## config.mk

```make
export PLATFORM = sky130hd
export DESIGN_NAME = dotted_quad_address_parser_flat
export DESIGN_NICKNAME = d
export VERILOG_FILES = /design/src/sv/dqap_pkg.sv /design/src/sv/dqap_char_if.sv /design/src/sv/dqap_result_if.sv /design/src/sv/dqap_front.sv /design/src/sv/dqap_queue.sv /design/src/sv/dqap_back.sv /design/src/sv/dotted_quad_address_parser.sv /design/src/flat_wrapper.sv
export SDC_FILE = /design/constraint.sdc
export NUM_CORES = 1
export LEC_CHECK = 0
export BUFFER_PORTS_ARGS = -buffer_cell sky130_fd_sc_hd__buf_2
export CAP_MARGIN = 20
export CORE_ASPECT_RATIO = 2
export CORE_UTILIZATION = 61
export DETAILED_ROUTE_END_ITERATION = 10
export PLACE_DENSITY = 0.8
export SLEW_MARGIN = 30
export SYNTH_ARGS = -nofsm -noshare
export SYNTH_HDL_FRONTEND = slang
export SYNTH_SLANG_ARGS = --single-unit
```

## constraint.sdc

```tcl
create_clock -name clk -period 5.75 [get_ports clk]
set_input_delay 0.2875 -clock clk [delete_from_list [all_inputs] [get_ports clk]]
set_output_delay 0.2875 -clock clk [all_outputs]
set_load 0.02 [all_outputs]
```

## src/sv/dqap_pkg.sv

```systemverilog
// Shared types for the dotted-quad address parser.
`timescale 1ns / 1ps
`default_nettype none

package dqap_pkg;

  // Digit value of a character that is not a hex digit.
  localparam logic [4:0] DIGIT_NONE = 5'd16;

  // Classification of one character, produced by the front and used by the back.
  typedef struct packed {
    logic       is_nul;
    logic       is_ws;
    logic       is_star;
    logic       is_dot;
    logic       is_sign;
    logic       is_minus;
    logic       is_x;
    logic [4:0] digit;
  } char_class_t;

endpackage

`default_nettype wire

```

## src/sv/dqap_char_if.sv

```systemverilog
// Character channel: one string character per item.
`timescale 1ns / 1ps
`default_nettype none

interface dqap_char_if;
  logic       valid;
  logic       ready;
  logic [7:0] char_code;

  modport source (output valid, output char_code, input ready);
  modport sink   (input valid, input char_code, output ready);
endinterface

`default_nettype wire

```

## src/sv/dqap_result_if.sv

```systemverilog
// Result channel: validity flag and parsed address per item.
`timescale 1ns / 1ps
`default_nettype none

interface dqap_result_if;
  logic        valid;
  logic        ready;
  logic        ok;
  logic [31:0] address;

  modport source (output valid, output ok, output address, input ready);
  modport sink   (input valid, input ok, input address, output ready);
endinterface

`default_nettype wire

```

## src/sv/dqap_front.sv

```systemverilog
// Front stage: accepts characters and registers their classification.
`timescale 1ns / 1ps
`default_nettype none

module dqap_front
  import dqap_pkg::*;
(
  input  logic         clk,
  input  logic         rst_n,
  dqap_char_if.sink    in_ch,
  output logic         push_valid,
  output char_class_t  push_class,
  input  logic         push_ready
);

  localparam logic [7:0] CH_NUL   = 8'h00;
  localparam logic [7:0] CH_TAB   = 8'h09;
  localparam logic [7:0] CH_CR    = 8'h0D;
  localparam logic [7:0] CH_SPACE = 8'h20;
  localparam logic [7:0] CH_STAR  = 8'h2A;
  localparam logic [7:0] CH_PLUS  = 8'h2B;
  localparam logic [7:0] CH_MINUS = 8'h2D;
  localparam logic [7:0] CH_DOT   = 8'h2E;
  localparam logic [7:0] CH_0     = 8'h30;
  localparam logic [7:0] CH_9     = 8'h39;
  localparam logic [7:0] CH_UA    = 8'h41;
  localparam logic [7:0] CH_UF    = 8'h46;
  localparam logic [7:0] CH_UX    = 8'h58;
  localparam logic [7:0] CH_LA    = 8'h61;
  localparam logic [7:0] CH_LF    = 8'h66;
  localparam logic [7:0] CH_LX    = 8'h78;

  logic        valid_r;
  logic        valid_nxt;
  char_class_t class_r;
  char_class_t class_nxt;
  logic        accept;
  logic [7:0]  c;
  logic [7:0]  dec_off;
  logic [7:0]  low_off;
  logic [7:0]  up_off;

  // The stage takes a new item whenever its register is empty or drains this cycle.
  assign in_ch.ready = !valid_r || push_ready;
  assign accept      = in_ch.valid && in_ch.ready;
  assign c           = in_ch.char_code;
  assign dec_off     = c - CH_0;
  assign low_off     = c - CH_LA + 8'd10;
  assign up_off      = c - CH_UA + 8'd10;

  // Classify the incoming character.
  always_comb begin
    class_nxt.is_nul   = (c == CH_NUL);
    class_nxt.is_ws    = (c == CH_SPACE) || ((c >= CH_TAB) && (c <= CH_CR));
    class_nxt.is_star  = (c == CH_STAR);
    class_nxt.is_dot   = (c == CH_DOT);
    class_nxt.is_sign  = (c == CH_PLUS) || (c == CH_MINUS);
    class_nxt.is_minus = (c == CH_MINUS);
    class_nxt.is_x     = (c == CH_LX) || (c == CH_UX);
    if ((c >= CH_0) && (c <= CH_9)) begin
      class_nxt.digit = dec_off[4:0];
    end else if ((c >= CH_LA) && (c <= CH_LF)) begin
      class_nxt.digit = low_off[4:0];
    end else if ((c >= CH_UA) && (c <= CH_UF)) begin
      class_nxt.digit = up_off[4:0];
    end else begin
      class_nxt.digit = DIGIT_NONE;
    end
  end

  // Valid flag of the classification register.
  always_comb begin
    valid_nxt = valid_r;
    if (accept) begin
      valid_nxt = 1'b1;
    end else if (push_ready) begin
      valid_nxt = 1'b0;
    end
  end

  always_ff @(posedge clk) begin
    if (!rst_n) begin
      valid_r <= 1'b0;
    end else begin
      valid_r <= valid_nxt;
    end
  end

  always_ff @(posedge clk) begin
    if (accept) begin
      class_r <= class_nxt;
    end
  end

  assign push_valid = valid_r;
  assign push_class = class_r;

endmodule

`default_nettype wire

```

## src/sv/dqap_queue.sv

```systemverilog
// Short queue of classified characters between the front and the back.
`timescale 1ns / 1ps
`default_nettype none

module dqap_queue
  import dqap_pkg::*;
#(
  parameter int DEPTH = 4
) (
  input  logic        clk,
  input  logic        rst_n,
  input  logic        wr_valid,
  input  char_class_t wr_class,
  output logic        wr_ready,
  output logic        rd_valid,
  output char_class_t rd_class,
  input  logic        rd_ready
);

  localparam int PTR_W = (DEPTH > 1) ? $clog2(DEPTH) : 1;
  localparam int CNT_W = $clog2(DEPTH + 1);
  localparam logic [PTR_W-1:0] LAST = PTR_W'(DEPTH - 1);
  localparam logic [CNT_W-1:0] FULL = CNT_W'(DEPTH);

  char_class_t       mem_r [DEPTH];
  logic [PTR_W-1:0]  wr_ptr_r;
  logic [PTR_W-1:0]  wr_ptr_nxt;
  logic [PTR_W-1:0]  rd_ptr_r;
  logic [PTR_W-1:0]  rd_ptr_nxt;
  logic [CNT_W-1:0]  count_r;
  logic [CNT_W-1:0]  count_nxt;
  logic              do_wr;
  logic              do_rd;

  assign wr_ready = (count_r != FULL);
  assign rd_valid = (count_r != '0);
  assign rd_class = mem_r[rd_ptr_r];
  assign do_wr    = wr_valid && wr_ready;
  assign do_rd    = rd_valid && rd_ready;

  // Pointer and fill count update.
  always_comb begin
    wr_ptr_nxt = wr_ptr_r;
    rd_ptr_nxt = rd_ptr_r;
    count_nxt  = count_r;
    if (do_wr) begin
      wr_ptr_nxt = (wr_ptr_r == LAST) ? '0 : wr_ptr_r + 1'b1;
    end
    if (do_rd) begin
      rd_ptr_nxt = (rd_ptr_r == LAST) ? '0 : rd_ptr_r + 1'b1;
    end
    if (do_wr && !do_rd) begin
      count_nxt = count_r + 1'b1;
    end else if (do_rd && !do_wr) begin
      count_nxt = count_r - 1'b1;
    end
  end

  always_ff @(posedge clk) begin
    if (!rst_n) begin
      wr_ptr_r <= '0;
      rd_ptr_r <= '0;
      count_r  <= '0;
    end else begin
      wr_ptr_r <= wr_ptr_nxt;
      rd_ptr_r <= rd_ptr_nxt;
      count_r  <= count_nxt;
    end
  end

  always_ff @(posedge clk) begin
    if (do_wr) begin
      mem_r[wr_ptr_r] <= wr_class;
    end
  end

  // The fill count never passes the queue depth.
  a_count_bound: assert property (@(posedge clk) disable iff (!rst_n)
    count_r <= FULL)
    else $error("queue fill count above depth");

endmodule

`default_nettype wire

```

## src/sv/dqap_back.sv

```systemverilog
// Back stage: runs the address scanner and holds the result register.
`timescale 1ns / 1ps
`default_nettype none

module dqap_back
  import dqap_pkg::*;
(
  input  logic          clk,
  input  logic          rst_n,
  input  logic          q_valid,
  input  char_class_t   q_class,
  output logic          q_ready,
  dqap_result_if.source out_res
);

  typedef enum logic [9:0] {
    PH_LEAD   = 10'b00_0000_0001,
    PH_START  = 10'b00_0000_0010,
    PH_WS     = 10'b00_0000_0100,
    PH_SIGN   = 10'b00_0000_1000,
    PH_ZERO   = 10'b00_0001_0000,
    PH_HEXPFX = 10'b00_0010_0000,
    PH_NUM    = 10'b00_0100_0000,
    PH_TRAIL  = 10'b00_1000_0000,
    PH_STAR   = 10'b01_0000_0000,
    PH_DONE   = 10'b10_0000_0000
  } phase_t;

  typedef enum logic [1:0] {
    BASE_DEC = 2'd0,
    BASE_OCT = 2'd1,
    BASE_HEX = 2'd2
  } base_t;

  localparam logic [1:0]  LAST_PART = 2'd3;
  localparam logic [8:0]  SAT_VALUE = 9'd256;
  localparam logic [12:0] SAT_WIDE  = 13'd256;

  phase_t      phase_r,  phase_nxt;
  base_t       base_r,   base_nxt;
  logic [1:0]  idx_r,    idx_nxt;
  logic [8:0]  value_r,  value_nxt;
  logic        neg_r,    neg_nxt;
  logic [23:0] addr_r,   addr_nxt;
  logic        failed_r, failed_nxt;

  logic        out_valid_r, out_valid_nxt;
  logic        out_ok_r,    out_ok_nxt;
  logic [31:0] out_addr_r,  out_addr_nxt;

  logic        consume;
  logic        do_begin;
  logic        do_end;
  logic        in_radix;
  logic [12:0] wide_v;
  logic [12:0] scaled_v;
  logic        part_bad;
  logic        result_ok;
  char_class_t cc;

  assign cc      = q_class;
  // A terminator needs room in the result register; other characters always flow.
  assign q_ready = !cc.is_nul || !out_valid_r || out_res.ready;
  assign consume = q_valid && q_ready;

  // Multiply-accumulate of the current part by its radix.
  always_comb begin
    case (base_r)
      BASE_OCT: begin
        in_radix = (cc.digit < 5'd8);
        scaled_v = {1'b0, value_r, 3'b000};
      end
      BASE_HEX: begin
        in_radix = (cc.digit < 5'd16);
        scaled_v = {value_r, 4'b0000};
      end
      default: begin
        in_radix = (cc.digit < 5'd10);
        scaled_v = {1'b0, value_r, 3'b000} + {3'b000, value_r, 1'b0};
      end
    endcase
    wide_v = scaled_v + {8'd0, cc.digit};
  end

  assign part_bad = (value_r > 9'd255) || (neg_r && (value_r != 9'd0));

  // Scanner next state for one character.
  always_comb begin
    phase_nxt  = phase_r;
    base_nxt   = base_r;
    idx_nxt    = idx_r;
    value_nxt  = value_r;
    neg_nxt    = neg_r;
    addr_nxt   = addr_r;
    failed_nxt = failed_r;
    do_begin   = 1'b0;
    do_end     = 1'b0;

    if (!failed_r) begin
      unique case (phase_r) inside
        PH_LEAD, PH_START, PH_WS: begin
          if (cc.is_ws) begin
            if (phase_r == PH_START) begin
              phase_nxt = PH_WS;
            end
          end else if (cc.is_star && (phase_r == PH_LEAD)) begin
            phase_nxt = PH_STAR;
          end else if (cc.is_sign) begin
            neg_nxt   = cc.is_minus;
            phase_nxt = PH_SIGN;
          end else if (cc.digit < 5'd10) begin
            do_begin = 1'b1;
          end else if (phase_r == PH_WS) begin
            if (cc.is_nul && (idx_r == LAST_PART)) begin
              phase_nxt = PH_DONE;
            end else begin
              failed_nxt = 1'b1;
            end
          end else begin
            do_end = 1'b1;
          end
        end
        PH_SIGN: begin
          if (cc.digit < 5'd10) begin
            do_begin = 1'b1;
          end else begin
            failed_nxt = 1'b1;
          end
        end
        PH_ZERO: begin
          if (cc.is_x) begin
            phase_nxt = PH_HEXPFX;
          end else if (cc.digit < 5'd8) begin
            base_nxt  = BASE_OCT;
            value_nxt = {5'd0, cc.digit[3:0]};
            phase_nxt = PH_NUM;
          end else begin
            do_end = 1'b1;
          end
        end
        PH_HEXPFX: begin
          if (cc.digit < 5'd16) begin
            base_nxt  = BASE_HEX;
            value_nxt = {5'd0, cc.digit[3:0]};
            phase_nxt = PH_NUM;
          end else begin
            failed_nxt = 1'b1;
          end
        end
        PH_NUM: begin
          if (in_radix) begin
            value_nxt = (wide_v > SAT_WIDE) ? SAT_VALUE : wide_v[8:0];
          end else begin
            do_end = 1'b1;
          end
        end
        PH_TRAIL: begin
          if (cc.is_nul) begin
            phase_nxt = PH_DONE;
          end else if (!cc.is_ws) begin
            failed_nxt = 1'b1;
          end
        end
        PH_STAR: begin
          // Everything after the wildcard is ignored.
        end
        default: begin
          failed_nxt = 1'b1;
        end
      endcase
    end

    // First digit of a part: a zero may open an octal or hex number.
    if (do_begin) begin
      if (cc.digit == 5'd0) begin
        value_nxt = 9'd0;
        phase_nxt = PH_ZERO;
      end else begin
        value_nxt = {5'd0, cc.digit[3:0]};
        base_nxt  = BASE_DEC;
        phase_nxt = PH_NUM;
      end
    end

    // End of a number: range check, then a dot, trailing space or the terminator.
    if (do_end) begin
      if (part_bad) begin
        failed_nxt = 1'b1;
      end else if (cc.is_dot && (idx_r != LAST_PART)) begin
        addr_nxt  = {addr_r[15:0], value_r[7:0]};
        idx_nxt   = idx_r + 2'd1;
        value_nxt = 9'd0;
        neg_nxt   = 1'b0;
        base_nxt  = BASE_DEC;
        phase_nxt = PH_START;
      end else if ((idx_r == LAST_PART) && cc.is_ws) begin
        phase_nxt = PH_TRAIL;
      end else if ((idx_r == LAST_PART) && cc.is_nul) begin
        phase_nxt = PH_DONE;
      end else begin
        failed_nxt = 1'b1;
      end
    end
  end

  assign result_ok = !failed_nxt && ((phase_nxt == PH_DONE) || (phase_nxt == PH_STAR));

  // Result register: loaded on a terminator, emptied when the sink takes it.
  always_comb begin
    out_valid_nxt = out_valid_r;
    out_ok_nxt    = out_ok_r;
    out_addr_nxt  = out_addr_r;
    if (out_valid_r && out_res.ready) begin
      out_valid_nxt = 1'b0;
    end
    if (consume && cc.is_nul) begin
      out_valid_nxt = 1'b1;
      out_ok_nxt    = result_ok;
      out_addr_nxt  = (result_ok && (phase_nxt == PH_DONE)) ?
                      {addr_nxt, value_nxt[7:0]} : 32'd0;
    end
  end

  // Scanner state: advances per character and returns to reset after each string.
  always_ff @(posedge clk) begin
    if (!rst_n) begin
      phase_r  <= PH_LEAD;
      base_r   <= BASE_DEC;
      idx_r    <= 2'd0;
      value_r  <= 9'd0;
      neg_r    <= 1'b0;
      addr_r   <= 24'd0;
      failed_r <= 1'b0;
    end else if (consume) begin
      if (cc.is_nul) begin
        phase_r  <= PH_LEAD;
        base_r   <= BASE_DEC;
        idx_r    <= 2'd0;
        value_r  <= 9'd0;
        neg_r    <= 1'b0;
        addr_r   <= 24'd0;
        failed_r <= 1'b0;
      end else begin
        phase_r  <= phase_nxt;
        base_r   <= base_nxt;
        idx_r    <= idx_nxt;
        value_r  <= value_nxt;
        neg_r    <= neg_nxt;
        addr_r   <= addr_nxt;
        failed_r <= failed_nxt;
      end
    end
  end

  always_ff @(posedge clk) begin
    if (!rst_n) begin
      out_valid_r <= 1'b0;
    end else begin
      out_valid_r <= out_valid_nxt;
    end
  end

  always_ff @(posedge clk) begin
    out_ok_r   <= out_ok_nxt;
    out_addr_r <= out_addr_nxt;
  end

  assign out_res.valid   = out_valid_r;
  assign out_res.ok      = out_ok_r;
  assign out_res.address = out_addr_r;

  // A rejected string always reports address zero.
  a_reject_zero: assert property (@(posedge clk) disable iff (!rst_n)
    (out_valid_r && !out_ok_r) |-> (out_addr_r == 32'd0))
    else $error("rejected item carries a nonzero address");

  // The part value saturates and never passes 256.
  a_value_sat: assert property (@(posedge clk) disable iff (!rst_n)
    value_r <= SAT_VALUE)
    else $error("part value above saturation limit");

  // After a terminator the scanner is back in its initial state.
  a_restart: assert property (@(posedge clk) disable iff (!rst_n)
    (consume && cc.is_nul) |=> ((phase_r == PH_LEAD) && (idx_r == 2'd0) && !failed_r))
    else $error("scanner did not restart after a terminator");

  // A terminator is only taken when the result register has room.
  a_no_overwrite: assert property (@(posedge clk) disable iff (!rst_n)
    (consume && cc.is_nul) |-> (!out_valid_r || out_res.ready))
    else $error("result overwritten before it was taken");

endmodule

`default_nettype wire

```

## src/sv/dotted_quad_address_parser.sv

```systemverilog
// Top level of the streaming dotted-quad IPv4 address parser.
// Throughput: one character per cycle unless back-pressure stalls the flow, set by the single
// scanner update per character. A terminating zero goes through the classification register
// and the queue, then the scanner loads its result into the result register.
// The result register lets the next string's characters enter while a result waits.
// Reset is synchronous and active low; it empties the queue and result register and
// returns the scanner to its leading-whitespace state. No clearing pass is needed.
`timescale 1ns / 1ps
`default_nettype none

module dotted_quad_address_parser
  import dqap_pkg::*;
#(
  parameter int QUEUE_DEPTH = 4
) (
  input  logic          clk,
  input  logic          rst_n,
  dqap_char_if.sink     in_ch,
  dqap_result_if.source out_res
);

  logic        push_valid;
  logic        push_ready;
  char_class_t push_class;
  logic        q_valid;
  logic        q_ready;
  char_class_t q_class;

  // Front: accept and classify characters.
  dqap_front u_front (
    .clk        (clk),
    .rst_n      (rst_n),
    .in_ch      (in_ch),
    .push_valid (push_valid),
    .push_class (push_class),
    .push_ready (push_ready)
  );

  // Decoupling queue between front and back.
  dqap_queue #(
    .DEPTH (QUEUE_DEPTH)
  ) u_queue (
    .clk      (clk),
    .rst_n    (rst_n),
    .wr_valid (push_valid),
    .wr_class (push_class),
    .wr_ready (push_ready),
    .rd_valid (q_valid),
    .rd_class (q_class),
    .rd_ready (q_ready)
  );

  // Back: scanner and result register.
  dqap_back u_back (
    .clk     (clk),
    .rst_n   (rst_n),
    .q_valid (q_valid),
    .q_class (q_class),
    .q_ready (q_ready),
    .out_res (out_res)
  );

endmodule

`default_nettype wire

```

## src/flat_wrapper.sv

```systemverilog
// flat-port wrapper written by rule: the top's interface ports become plain ports
module dotted_quad_address_parser_flat import dqap_pkg::*;
#(
  parameter int QUEUE_DEPTH = 4
)
  (clk, rst_n, in_ch_valid, in_ch_char_code, in_ch_ready, out_res_valid, out_res_ok, out_res_address, out_res_ready);
  dqap_char_if in_ch_i ();
  dqap_result_if out_res_i ();
  input  logic clk;
  input  logic rst_n;
  input wire logic [$bits(in_ch_i.valid)-1:0] in_ch_valid;
  input wire logic [$bits(in_ch_i.char_code)-1:0] in_ch_char_code;
  output wire logic [$bits(in_ch_i.ready)-1:0] in_ch_ready;
  output wire logic [$bits(out_res_i.valid)-1:0] out_res_valid;
  output wire logic [$bits(out_res_i.ok)-1:0] out_res_ok;
  output wire logic [$bits(out_res_i.address)-1:0] out_res_address;
  input wire logic [$bits(out_res_i.ready)-1:0] out_res_ready;
  assign in_ch_i.valid = in_ch_valid;
  assign in_ch_i.char_code = in_ch_char_code;
  assign in_ch_ready = in_ch_i.ready;
  assign out_res_valid = out_res_i.valid;
  assign out_res_ok = out_res_i.ok;
  assign out_res_address = out_res_i.address;
  assign out_res_i.ready = out_res_ready;
  dotted_quad_address_parser #(.QUEUE_DEPTH(QUEUE_DEPTH)) u_core (.clk(clk), .rst_n(rst_n), .in_ch(in_ch_i), .out_res(out_res_i));
endmodule
```

==> results of run 1 <==
-- how the worst min path moves through the flow --
stage	from	endpoint	slack (ns)	cells past startpoint
2_1_floorplan	rst_n	u_core.u_back.out_res.valid$_SDFFE_PN0P_	0.41	1
3_3_place_gp	u_core.u_back.neg_r$_SDFFE_PN0P_	u_core.u_back.neg_r$_SDFFE_PN0P_	0.47	2
3_5_place_dp	u_core.u_back.neg_r$_SDFFE_PN0P_	u_core.u_back.neg_r$_SDFFE_PN0P_	0.48	2
4_1_cts	in_ch_valid	u_core.u_front.push_valid$_SDFFE_PN0P_	0.11	3
5_1_grt	in_ch_valid	u_core.u_front.push_valid$_SDFFE_PN0P_	0.13	3
6_report	in_ch_valid	u_core.u_front.push_valid$_SDFFE_PN0P_	0.13	3
-- flip-flops by register name, summed over array words and instances (netlist names), 2 cells and up, named ones only --
name / cells
u_core.u_back.value_r: 9
u_core.u_back.base_r: 2
u_core.u_back.phase_r: 10
u_core.u_front.push_class: 12
u_core.u_back.out_res.address: 32
u_core.u_queue.wr_ptr_r: 2
u_core.u_queue.count_r: 3
u_core.u_back.idx_r: 2
u_core.u_queue.rd_ptr_r: 2
u_core.u_back.addr_r: 24
u_core.u_queue.mem_r: 48
-- synth_stat cells, types with 4 or more instances --
cell	instances
nor2_1	104
edfxtp_1	93
dfxtp_1	60
nand2_1	47
a21oi_1	39
o21ai_0	31
a22oi_1	30
mux2i_1	28
ha_1	25
clkbuf_1	24
inv_1	21
and2_1	17
nor3_1	14
buf_2	13
nand3_1	13
a21o_1	12
mux4_2	12
nand2b_1	12
o211ai_1	9
xor2_1	9
a31oi_1	8
and3_1	8
nor4_1	8
o21a_1	8
nand4_1	7
nor2b_1	6
xnor2_1	6
a211oi_1	5
a221oi_1	5
nor3b_1	5
a32o_1	4
buf_4	4
nand4b_1	4
or3_1	4
or4_1	4
-- metrics by stage --
step	utilization, %	instance area [µm²]	worst slack [ns]	hold WS (ns)	power, mW
final	70.35	8884	1.241	0.1277	3.834
after global routing	70.35	8884	0.9149	0.1281	3.993
after CTS	70.33	8881	1.240	0.1083	3.824
after detailed placement	65.37	8254	1.307	0.4777	2.688
after global placement	65.35	8252	1.411	0.4674	2.651
after floorplan	-	7968	1.654	0.4053	2.332
-- logic make-up (layout without fill, tap and decap cells) --
logic type | after synthesis | after routing
AO/OA/AOI/OAI | 184 | 184
XOR/XNOR | 15 | 15
adder cells (fa/ha/maj) | 28 | 28
buffers and inverters | 64 | 107
flip-flops | 153 | 153
multiplexers | 40 | 40
AND/OR/NAND/NOR | 273 | 273
-- layer usage --
metal / vias to the layer above / share of wire [%] / GRT usage (%)
li1: 2899 / - / -
met1: 3057 / 34 / 29.75
met2: 253 / 55 / 57.19
met3: 100 / 4.0 / 5.457
met4: 0 / 6.7 / 20.61
met5: - / 0 / 0
-- power by group through the flow --
stage                     registers [mW]  logic [mW]  clock network, mW
after floorplan                     1.53       0.800                  0
after global placement              1.46        1.19                  0
after detailed placement            1.47        1.21                  0
after CTS                           1.45        1.22               1.15
after global routing                1.47        1.33               1.20
final                               1.45        1.24               1.14
-- critical path, stage by stage (launching register included) --
cell      delay (ns)
dfxtp_1         0.38
inv_1           0.06
ha_1            0.87
o21ai_0         0.31
ha_1            0.42
nor2_1          0.08
nor3b_1         0.45
o21a_1          0.23
nand2_1         0.11
nand4b_1        0.21
xnor2_1         0.53
nor3_2          0.14
o211ai_1        0.31
a21oi_1         0.11
-- final cells by class --
type                            count  area [µm²]
Sequential cell                   153        3994
Fill cell                         906        3744
Multi-Input combinational cell    540        3710
Clock buffer                       18       450.4
Timing Repair Buffer               53       282.8
Tap cell                          150       187.7
Clock inverter                     14       176.4
Inverter                           22       82.58
==> summary.md, run 1 <==
| Metric | Value |
|---|---|
| Outcome | `completed` |
| R2r worst-path depth | `13` |
| Overall die width | `82.82 µm` |
| Clock latency at the later pin of the worst-skew pair | `0.43 ns` |
| Post-CTS resize count | `0` |
| Number of nets produced by synthesis | `797` |
| Global placement routability congestion | `1.012` |
| Reg power frac | `37.8%` |
| Number of flops mapped to enable cells by yosys | `93` |
| Post-synthesis instance area | `7968 µm²` |
| Placed wire-length estimate | `14390 µm` |
| Number of top-level design ports | `47` |
| Max Root-Sink Buffers | `2` |
| Sinks on the clock net | `153` |
| Number of nets still failing antenna checks after routing | `0` |
| Maximum fanout count along the critical path | `33` |
| Kind of start point of the critical path | `flip-flop` |
| Register-to-register setup slack | `1.24 ns` |
| Clock network fraction of design power | `29.8%` |
| CTS Hold Bufs | `0` |
| Number of placed instances with taps included | `918` |
| Number of storage elements in the synthesis netlist | `153` |
| Part of the total power dissipated in combinational logic | `32.4%` |
| Reg2reg start | `u_core.u_back.base_r[0]$_SDFFE_PN0P_` |
| Finish-stage setup viols | `0` |
| Startpoint of the worst setup timing path | `u_core.u_back.base_r[0]$_SDFFE_PN0P_` |
| Gate count after technology mapping | `757` |
| Area fraction of the dominant cell type after synthesis | `35.05%` |
| Number of antenna violations at the first check in global routing | `0` |
| Area grow syn2layout | `11.49%` |
| Via count of the first global-routing pass | `6311` |
| Number of core rows | `58` |
| Buffers inserted during post-CTS setup optimization | `0` |
| DRC violation count after routing | `0` |
| Data arrival at the endpoint of the critical path | `4.65 ns` |
| Class of the most critical hold timing path | `in2reg` |
| Area enclosed by the die boundary | `13550 µm²` |
| Total count of max-transition violations in the final report | `0` |
| Sequential element share of the synthesized area | `50.13%` |
| RSZ-0062 raised after global routing | `no` |
| Multiplexer area fraction after synthesis | `6.910%` |
| Hold violation total from the final report | `0` |
| Number of levels in the clock H-tree | `4` |
| Compound-gate portion of the synthesized area | `15.88%` |
| Largest family of logic cells by synthesized area | `simple AND/OR/NAND/NOR gates` |
| Detailed router's first-iteration violation count | `363` |
| IR drop worst, VDD | `327.4 µV` |
| Top FF cell, synth | `edfxtp_1` |
| TNS Setup | `0 ns` |
| Fraction of synthesis flops using an asynchronous set or reset pin | `0%` |
| Headroom to the max-slew limit | `32.66%` |
| Port Buf Inserts | `46` |
| Leakage power summed over all cells | `3.456 nW` |
| Fraction of layout cells with a size suffix above 1 | `14.12%` |
| GRT Resource Usage Total | `30.41%` |
| WS Path Type | `reg2reg` |
| Net switching component of the power | `1.460 mW` |
| Most common library cell in the layout ignoring fill and taps | `nor2_1` |
| Int Power | `2.374 mW` |
| Share of the clock period used by the worst path after layout | `78.42%` |
| Detailed-route vias per instance | `6.641` |
| Vias | `6309` |
| Max-cap violations | `0` |
| First-pass GRT wire length | `31880 µm` |
| Clock root cell | `clkbuf_16` |
| Switching share of total power | `38.08%` |
| Largest area contributor in the synthesized netlist | `edfxtp_1` |
| Capture point of the critical path | `u_core.u_back.out_res.address[0]$_SDFFCE_PN0P_` |
| Final WL | `20070 µm` |
| Global route overflow | `0` |
| Standard cell core area | `12630 µm²` |
| Basic-gate share of the synthesized area counting and, or, nand and nor cells | `17.35%` |
| Antenna diodes | `0` |
| Warnings from Yosys | `0` |
| Critical Path End Type | `flip-flop` |
| Slew @ Worst Pin | `1.002 ns` |
| Final critical-path required period | `4.509 ns` |
| Net total in the final layout | `827` |
| Highest clock rate | `221.8 MHz` |
| Maximum number of pins on one net before global-route repair | `45` |
| TritonCTS clock tree | `yes` |
| Destination of the worst register-to-register timing path | `u_core.u_back.out_res.address[0]$_SDFFCE_PN0P_` |
| Top cells by area in the synthesized netlist | `edfxtp_1 (35%), dfxtp_1 (15%), nor2_1 (4.9%), ha_1 (3.9%), mux2i_1 (3.5%)` |
| Synth unique cells | `70` |
| Worst clock skew | `0.01876 ns` |
| Avg Cell Area, Syn | `10.53 µm²` |
| Final standard cell count with taps included and fillers excluded | `950` |
| Synthesized-area fraction occupied by xor and xnor cells | `1.649%` |
| Power density over cell area | `431.5 nW/µm²` |
| Average routed wire per standard cell | `21.12 µm` |
| Register clock-pin slew on the reported worst setup and hold paths | `0.08 ns` |
| First-pass DRT Iterations | `5` |
| Initial core utilization | `63.10%` |
| Adder-cell area share of the yosys netlist | `4.680%` |
| Commonest cells after routing, fill and taps aside | `nor2_1 (103), edfxtp_1 (93), dfxtp_1 (60)` |
| CTS Buf Count | `17` |
| Height of the die | `163.6 µm` |
| Required time of the critical path | `5.89 ns` |
Power figures use the tool's default switching activity.
==> inputs of run 2 (changes only) <==
==> constraint.sdc (replaced) <==
create_clock -name clk -period 4.6 [get_ports clk]
set_input_delay 0.23 -clock clk [delete_from_list [all_inputs] [get_ports clk]]
set_output_delay 0.23 -clock clk [all_outputs]
set_load 0.02 [all_outputs]
==> run 2 against run 1 <==
Against the previous run:
- routed wire length decreased by 0.54%
- core utilization increased by 0.20 points
- largest cell class unchanged
- clock skew decreased by 0.0088 ns
- via count decreased by 0.21%
- largest power group unchanged
- critical endpoint is now u_core.u_back.out_res.address[7]$_SDFFCE_PN0P_
- critical path type unchanged
- worst hold slack got worse by 0.064 ns
==> summary.md, run 2 (synthesis gave the netlist of run 1 again) <==
| Metric | Value |
|---|---|
| Outcome | `completed` |
| Height of the die | `163.6 µm` |
| First-pass DRT Iterations | `5` |
| R2r worst-path depth | `12` |
| First-pass GRT wire length | `31800 µm` |
| Commonest cells after routing, fill and taps aside | `nor2_1 (103), edfxtp_1 (93), dfxtp_1 (60)` |
| Share of the clock period used by the worst path after layout | `88.42%` |
| Cell with the largest stage delay on the worst path | `mux4_2` |
| Vias | `6296` |
| Largest register by flop count | `u_core.u_queue.mem_r` |
| Data arrival at the endpoint of the critical path | `4.34 ns` |
| Number of levels in the clock H-tree | `4` |
| Area grow syn2layout | `11.81%` |
| Leakage power summed over all cells | `3.485 nW` |
| Max-cap violations | `0` |
| Overall die width | `82.82 µm` |
| Crit-path max cell delay | `0.60 ns` |
| Buffers plus inverters on the worst setup path | `0` |
| CTS Buf Count | `17` |
| Utilization of the core after routing | `70.55%` |
| Destination of the worst register-to-register timing path | `u_core.u_back.out_res.address[7]$_SDFFCE_PN0P_` |
| Critical Path End Type | `flip-flop` |
| Finish-stage setup viols | `0` |
| Detailed router's first-iteration violation count | `446` |
| Number of antenna violations at the first check in global routing | `0` |
| Final critical-path required period | `4.067 ns` |
| Register-to-register setup slack | `0.53 ns` |
| Hold depth | `3` |
| WS Path Type | `reg2reg` |
| Net switching component of the power | `1.806 mW` |
| Number of core rows | `58` |
| Most common library cell in the layout ignoring fill and taps | `nor2_1` |
| Worst slack on hold paths | `0.06351 ns` |
| Average routed wire per standard cell | `20.81 µm` |
| Required time of the critical path | `4.87 ns` |
| RSZ-0062 raised after global routing | `no` |
| Worst clock skew | `0.009982 ns` |
| Standard cell core area | `12630 µm²` |
| GRT Resource Usage Total | `30.47%` |
| TritonCTS clock tree | `yes` |
| Fraction of layout cells with a size suffix above 1 | `14.96%` |
| Cell occurring most often along the worst timing path | `a21o_1` |
| Antenna diodes | `0` |
| Clock root cell | `clkbuf_16` |
| Sinks on the clock net | `153` |
| TNS Setup | `0 ns` |
| Global route overflow | `0` |
| Max Root-Sink Buffers | `2` |
| Part of the total power dissipated in combinational logic | `33.9%` |
| Clock latency at the later pin of the worst-skew pair | `0.42 ns` |
| Final WL | `19960 µm` |
| DRC violation count after routing | `0` |
| Number of nets still failing antenna checks after routing | `0` |
| Placed wire-length estimate | `14580 µm` |
| Total count of max-transition violations in the final report | `0` |
| Capture point of the critical path | `u_core.u_back.out_res.address[7]$_SDFFCE_PN0P_` |
| CTS Hold Bufs | `0` |
| Global placement routability congestion | `1.008` |
| Initial core utilization | `63.10%` |
| Slew @ Worst Pin | `0.9604 ns` |
| Net total in the final layout | `836` |
| Number of top-level design ports | `47` |
| Reg power frac | `37.2%` |
| Crit path depth | `12` |
| Cells along the critical path | `mux4_2 -> ha_1 -> fa_1 -> a21o_1 -> a21o_1 -> and2_1 -> nor4bb_1 -> or4b_1 -> a32o_2 -> nor4_4 -> a32oi_1 -> nor2_1` |
| Register clock-pin slew on the reported worst setup and hold paths | `0.07 ns` |
| Placed inst area | `8319 µm²` |
| Power density over cell area | `534.2 nW/µm²` |
| Area of all placed cells without fillers | `8909 µm²` |
| Hold violation total from the final report | `0` |
| Maximum fanout count along the critical path | `7` |
| Switching share of total power | `37.96%` |
| Post-CTS resize count | `0` |
| Via count of the first global-routing pass | `6338` |
| Class of the most critical hold timing path | `in2reg` |
| Kind of start point of the critical path | `flip-flop` |
| Layout fillers | `941` |
| Detailed-route vias per instance | `6.565` |
| Int Power | `2.952 mW` |
| IR drop worst, VDD | `402.9 µV` |
| Family of cells with the greatest summed delay on the critical path | `simple AND/OR/NAND/NOR gates` |
| Highest clock rate | `245.9 MHz` |
| Buffers inserted during post-CTS setup optimization | `0` |
| Headroom to the max-slew limit | `35.16%` |
| Clock network fraction of design power | `28.9%` |
| Port Buf Inserts | `46` |
| Area enclosed by the die boundary | `13550 µm²` |
| Maximum number of pins on one net before global-route repair | `44` |
| Max reg flops | `48` |
run 2: cell types whose count changed in the layout (fill, tap and decap cells not counted), sizes merged:
cell      delta
inv          +5
buf          +9
clkinvlp     +1
clkinv       -6
run 2: tightest hold or removal path, cell delays in order:
cell and delay (ns):
buf_2 0.08, inv_1 0.04, a21oi_1 0.10
run 2: power groups by stage:
| stage | logic [mW] | clock network [mW] | registers [mW] |
|---|---|---|---|
| final | 1.61 | 1.37 | 1.77 |
| after detailed placement | 1.58 | 0 | 1.80 |
| after global routing | 1.73 | 1.44 | 1.79 |
| after floorplan | 0.999 | 0 | 1.92 |
| after global placement | 1.54 | 0 | 1.79 |
| after CTS | 1.59 | 1.39 | 1.77 |
run 2: worst min-delay path by stage:
stage	start	end	slack (ns)
detailed placement	u_core.u_back.neg_r$_SDFFE_PN0P_	u_core.u_back.neg_r$_SDFFE_PN0P_	0.47
CTS	in_ch_valid	u_core.u_front.push_valid$_SDFFE_PN0P_	0.05
global placement	u_core.u_back.neg_r$_SDFFE_PN0P_	u_core.u_back.neg_r$_SDFFE_PN0P_	0.47
finish	in_ch_valid	u_core.u_front.push_valid$_SDFFE_PN0P_	0.06
global route	in_ch_valid	u_core.u_front.push_valid$_SDFFE_PN0P_	0.09
floorplan	rst_n	u_core.u_back.out_res.valid$_SDFFE_PN0P_	0.35
run 2: cell type report:
type                       instances  area, µm²  area share [%]
multi-input combinational        540       3707           41.62
sequential                       153       3994           44.83
timing repair buffer              62      350.3           3.933
inverter                          22      82.58          0.9270
clock inverter                    14      147.6           1.657
tap                              150      187.7           2.107
clock buffer                      18      439.2           4.930
run 2: layer usage:
metal  wire length [µm]  GRT usage [%]
met4               1117          17.32
met2              11300          60.36
met5                  0              0
met1               6792          29.03
met3                742          4.649
run 2: stage by stage:
step / instances / power, mW / setup WS [ns]
after global placement: 927 / 3.324 / 0.6729
after detailed placement: 927 / 3.378 / 0.6123
after floorplan: 757 / 2.915 / 0.5037
after CTS: 959 / 4.748 / 0.5433
after global routing: 959 / 4.965 / 0.2991
final: 959 / 4.759 / 0.5327
==> inputs of run 3 (changes only) <==
--- a/config.mk
+++ b/config.mk
@@ -5,12 +5,13 @@
 export SDC_FILE = /design/constraint.sdc
 export NUM_CORES = 1
 export LEC_CHECK = 0
+export ABC_AREA = 1
 export BUFFER_PORTS_ARGS = -buffer_cell sky130_fd_sc_hd__buf_2
 export CAP_MARGIN = 20
 export CORE_ASPECT_RATIO = 2
-export CORE_UTILIZATION = 61
+export CORE_UTILIZATION = 62
 export DETAILED_ROUTE_END_ITERATION = 10
-export PLACE_DENSITY = 0.8
+export PLACE_DENSITY = 0.81
 export SLEW_MARGIN = 30
 export SYNTH_ARGS = -nofsm -noshare
 export SYNTH_HDL_FRONTEND = slang
==> run 3 against run 2 <==
Against the previous run:
- worst hold slack improved by 0.015 ns
- sequential cell count is the same
- sequential share of layout area decreased by 4.2 points
- via count increased by 25%
- routed wire length rose by 11%
- synthesized area increased by 11%
- clock-buffer cell count decreased by 1
- die area grew 8.9%
- global-route usage is 1.4 points higher
- critical path type unchanged
- non-clock buffer count fell by 8
==> summary.md, run 3 <==
| Metric | Value |
|---|---|
| Outcome | `completed` |
| Finish-stage setup viols | `0` |
| Final WL | `22210 µm` |
| Area grow syn2layout | `11.12%` |
| Total count of max-transition violations in the final report | `0` |
| Number of core rows | `61` |
| First-pass DRT Iterations | `5` |
| TritonCTS clock tree | `yes` |
| Detailed-route vias per instance | `5.698` |
| Class of the most critical hold timing path | `in2reg` |
| Headroom to the max-slew limit | `34.38%` |
| Max Root-Sink Buffers | `2` |
| Number of flops mapped to enable cells by yosys | `93` |
| Layout fillers | `1164` |
| R2r worst-path depth | `21` |
| Initial core utilization | `63.61%` |
| Detailed router's first-iteration violation count | `477` |
| Post-synthesis instance area | `8836 µm²` |
| Kind of start point of the critical path | `flip-flop` |
| Data arrival at the endpoint of the critical path | `4.33 ns` |
| Max reg flops | `48` |
| Sequential element share of the synthesized area | `45.20%` |
| Warnings from Yosys | `0` |
| Hold path start | `in_ch_valid` |
| Largest register by flop count | `u_core.u_queue.mem_r` |
| Largest family of logic cells by synthesized area | `simple AND/OR/NAND/NOR gates` |
| RSZ-0062 raised after global routing | `no` |
| Synthesized-area fraction occupied by xor and xnor cells | `0.2974%` |
| Compound-gate portion of the synthesized area | `13.49%` |
| Vias | `7857` |
| Overall die width | `86.42 µm` |
| Adder-cell area share of the yosys netlist | `4.220%` |
| Basic-gate share of the synthesized area counting and, or, nand and nor cells | `26.76%` |
| Sum of internal, switching and leakage power | `6.333 mW` |
| Height of the die | `170.8 µm` |
| Via count of the first global-routing pass | `7478` |
| Most instantiated library cell after synthesis | `nand2_1` |
| Placed wire-length estimate | `16010 µm` |
| Highest clock rate | `249.3 MHz` |
| Clock root cell | `clkbuf_16` |
| Post-CTS resize count | `0` |
| Global route overflow | `0` |
| Fraction of synthesis flops using an asynchronous set or reset pin | `0%` |
| Number of storage elements in the synthesis netlist | `153` |
| Gate count after technology mapping | `1141` |
| Share of the clock period used by the worst path after layout | `87.19%` |
| Final standard cell count with taps included and fillers excluded | `1379` |
| GRT Resource Usage Total | `31.86%` |
| First-pass GRT wire length | `35560 µm` |
| Leakage power summed over all cells | `3.971 nW` |
| Final critical-path required period | `4.011 ns` |
| Global placement routability congestion | `1.024` |
| Hold depth | `3` |
| Number of levels in the clock H-tree | `4` |
| Most common library cell in the layout ignoring fill and taps | `nand2_1` |
| Fraction of layout cells with a size suffix above 1 | `13.19%` |
| Maximum number of pins on one net before global-route repair | `51` |
| CTS Hold Bufs | `0` |
| Standard cell core area | `13890 µm²` |
| IR drop worst, VDD | `455.9 µV` |
| Area of all placed cells without fillers | `9818 µm²` |
| Number of antenna violations at the first check in global routing | `0` |
| Buffers inserted during post-CTS setup optimization | `0` |
| Top FF cell, synth | `edfxtp_1` |
| Worst clock skew | `0.02023 ns` |
| Top cells by area in the synthesized netlist | `edfxtp_1 (32%), dfxtp_1 (14%), nand2_1 (13%), inv_1 (7.1%), nand3_1 (4.4%)` |
| Net total in the final layout | `1217` |
| Port Buf Inserts | `46` |
| Slew @ Worst Pin | `0.9715 ns` |
| TNS Setup | `0 ns` |
| Antenna diodes | `0` |
| DRC violation count after routing | `0` |
| Register clock-pin slew on the reported worst setup and hold paths | `0.08 ns` |
| CTS Buf Count | `17` |
| WS Path Type | `reg2reg` |
| Maximum fanout count along the critical path | `25` |
| Multiplexer area fraction after synthesis | `0%` |
| Avg Cell Area, Syn | `7.744 µm²` |
| Clock latency at the later pin of the worst-skew pair | `0.44 ns` |
| Placed inst area | `9198 µm²` |
| Number of placed instances with taps included | `1347` |
| Leading cell types by count after synthesis | `nand2_1 (310), inv_1 (167), nor2_1 (94), edfxtp_1 (93), nand3_1 (78)` |
| Critical Path End Type | `flip-flop` |
| Number of top-level design ports | `47` |
| Hold violation total from the final report | `0` |
| Largest area contributor in the synthesized netlist | `edfxtp_1` |
| Sinks on the clock net | `153` |
| Area fraction of the dominant cell type after synthesis | `31.61%` |
| Required time of the critical path | `4.92 ns` |
| Number of nets produced by synthesis | `1181` |
| Synth unique cells | `57` |
| Area enclosed by the die boundary | `14760 µm²` |
| Max-cap violations | `0` |
| Number of nets still failing antenna checks after routing | `0` |
| Average routed wire per standard cell | `16.11 µm` |
| Commonest cells after routing, fill and taps aside | `nand2_1 (310), inv_1 (167), edfxtp_1 (93)` |
| Power density over cell area | `645.0 nW/µm²` |
## run 3: stage by stage
step,util (%),hold WS (ns),setup WS (ns)
floorplan,-,0.3684,1.336
global placement,66.11,0.4538,0.8728
detailed placement,66.21,0.4557,0.7203
CTS,70.67,0.07717,0.6489
global route,70.68,0.1137,0.2450
finish,70.68,0.07812,0.5893
## run 3: report_power, final
part	internal, mW	leakage (nW)	switching (mW)	total [mW]
clock	0.744	0.299	0.679	1.42
sequential	1.74	1.37	0.184	1.92
combinational	0.810	2.30	2.18	2.99
## run 3: worst paths after layout
| kind | endpoint | slack [ns] |
|---|---|---|
| max | u_core.u_back.value_r[5]$_SDFFE_PN0P_ | 0.59 |
| min | u_core.u_front.push_valid$_SDFFE_PN0P_ | 0.08 |
| max reg2reg | u_core.u_back.value_r[5]$_SDFFE_PN0P_ | 0.59 |
| min reg2reg | u_core.u_back.neg_r$_SDFFE_PN0P_ | 0.47 |
## run 3: layout make-up
type	count	area [µm²]	share of cell area, %
Sequential cell	153	3994	40.68
Multi-Input combinational cell	772	3988	40.61
Inverter	179	678.2	6.907
Clock buffer	17	425.4	4.333
Timing Repair Buffer	54	302.8	3.084
Tap cell	189	236.5	2.409
Clock inverter	15	193.9	1.975
## run 3: metal layers
| layer | global-route usage, % | part of all wire (%) |
|---|---|---|
| met1 | 30.59 | 34 |
| met2 | 57.97 | 53 |
| met3 | 5.596 | 4.7 |
| met4 | 25.72 | 8.2 |
| met5 | 0 | 0 |
## run 3: cell families (layout without fill, tap and decap cells)
logic type	count (synthesis)	after routing
buffers and inverters	216	265
XOR/XNOR	3	3
AO/OA/AOI/OAI	193	193
AND/OR/NAND/NOR	548	548
adder cells (fa/ha/maj)	28	28
flip-flops	153	153
## run 3: critical path, stage by stage (launching register included)
cell	delay [ns]
dfxtp_1	0.92
inv_6	0.20
nand2_1	0.12
nand3_1	0.07
nand2_1	0.12
inv_1	0.07
ha_1	0.34
nand3_1	0.09
nand2_1	0.11
nand2_1	0.06
a21oi_1	0.17
nand2_1	0.11
nor2_1	0.17
nand3_1	0.15
o21bai_1	0.16
nand2_1	0.06
nor2_1	0.29
and2_1	0.25
nand3_1	0.09
nand2_1	0.10
nand3_1	0.07
a21oi_1	0.18
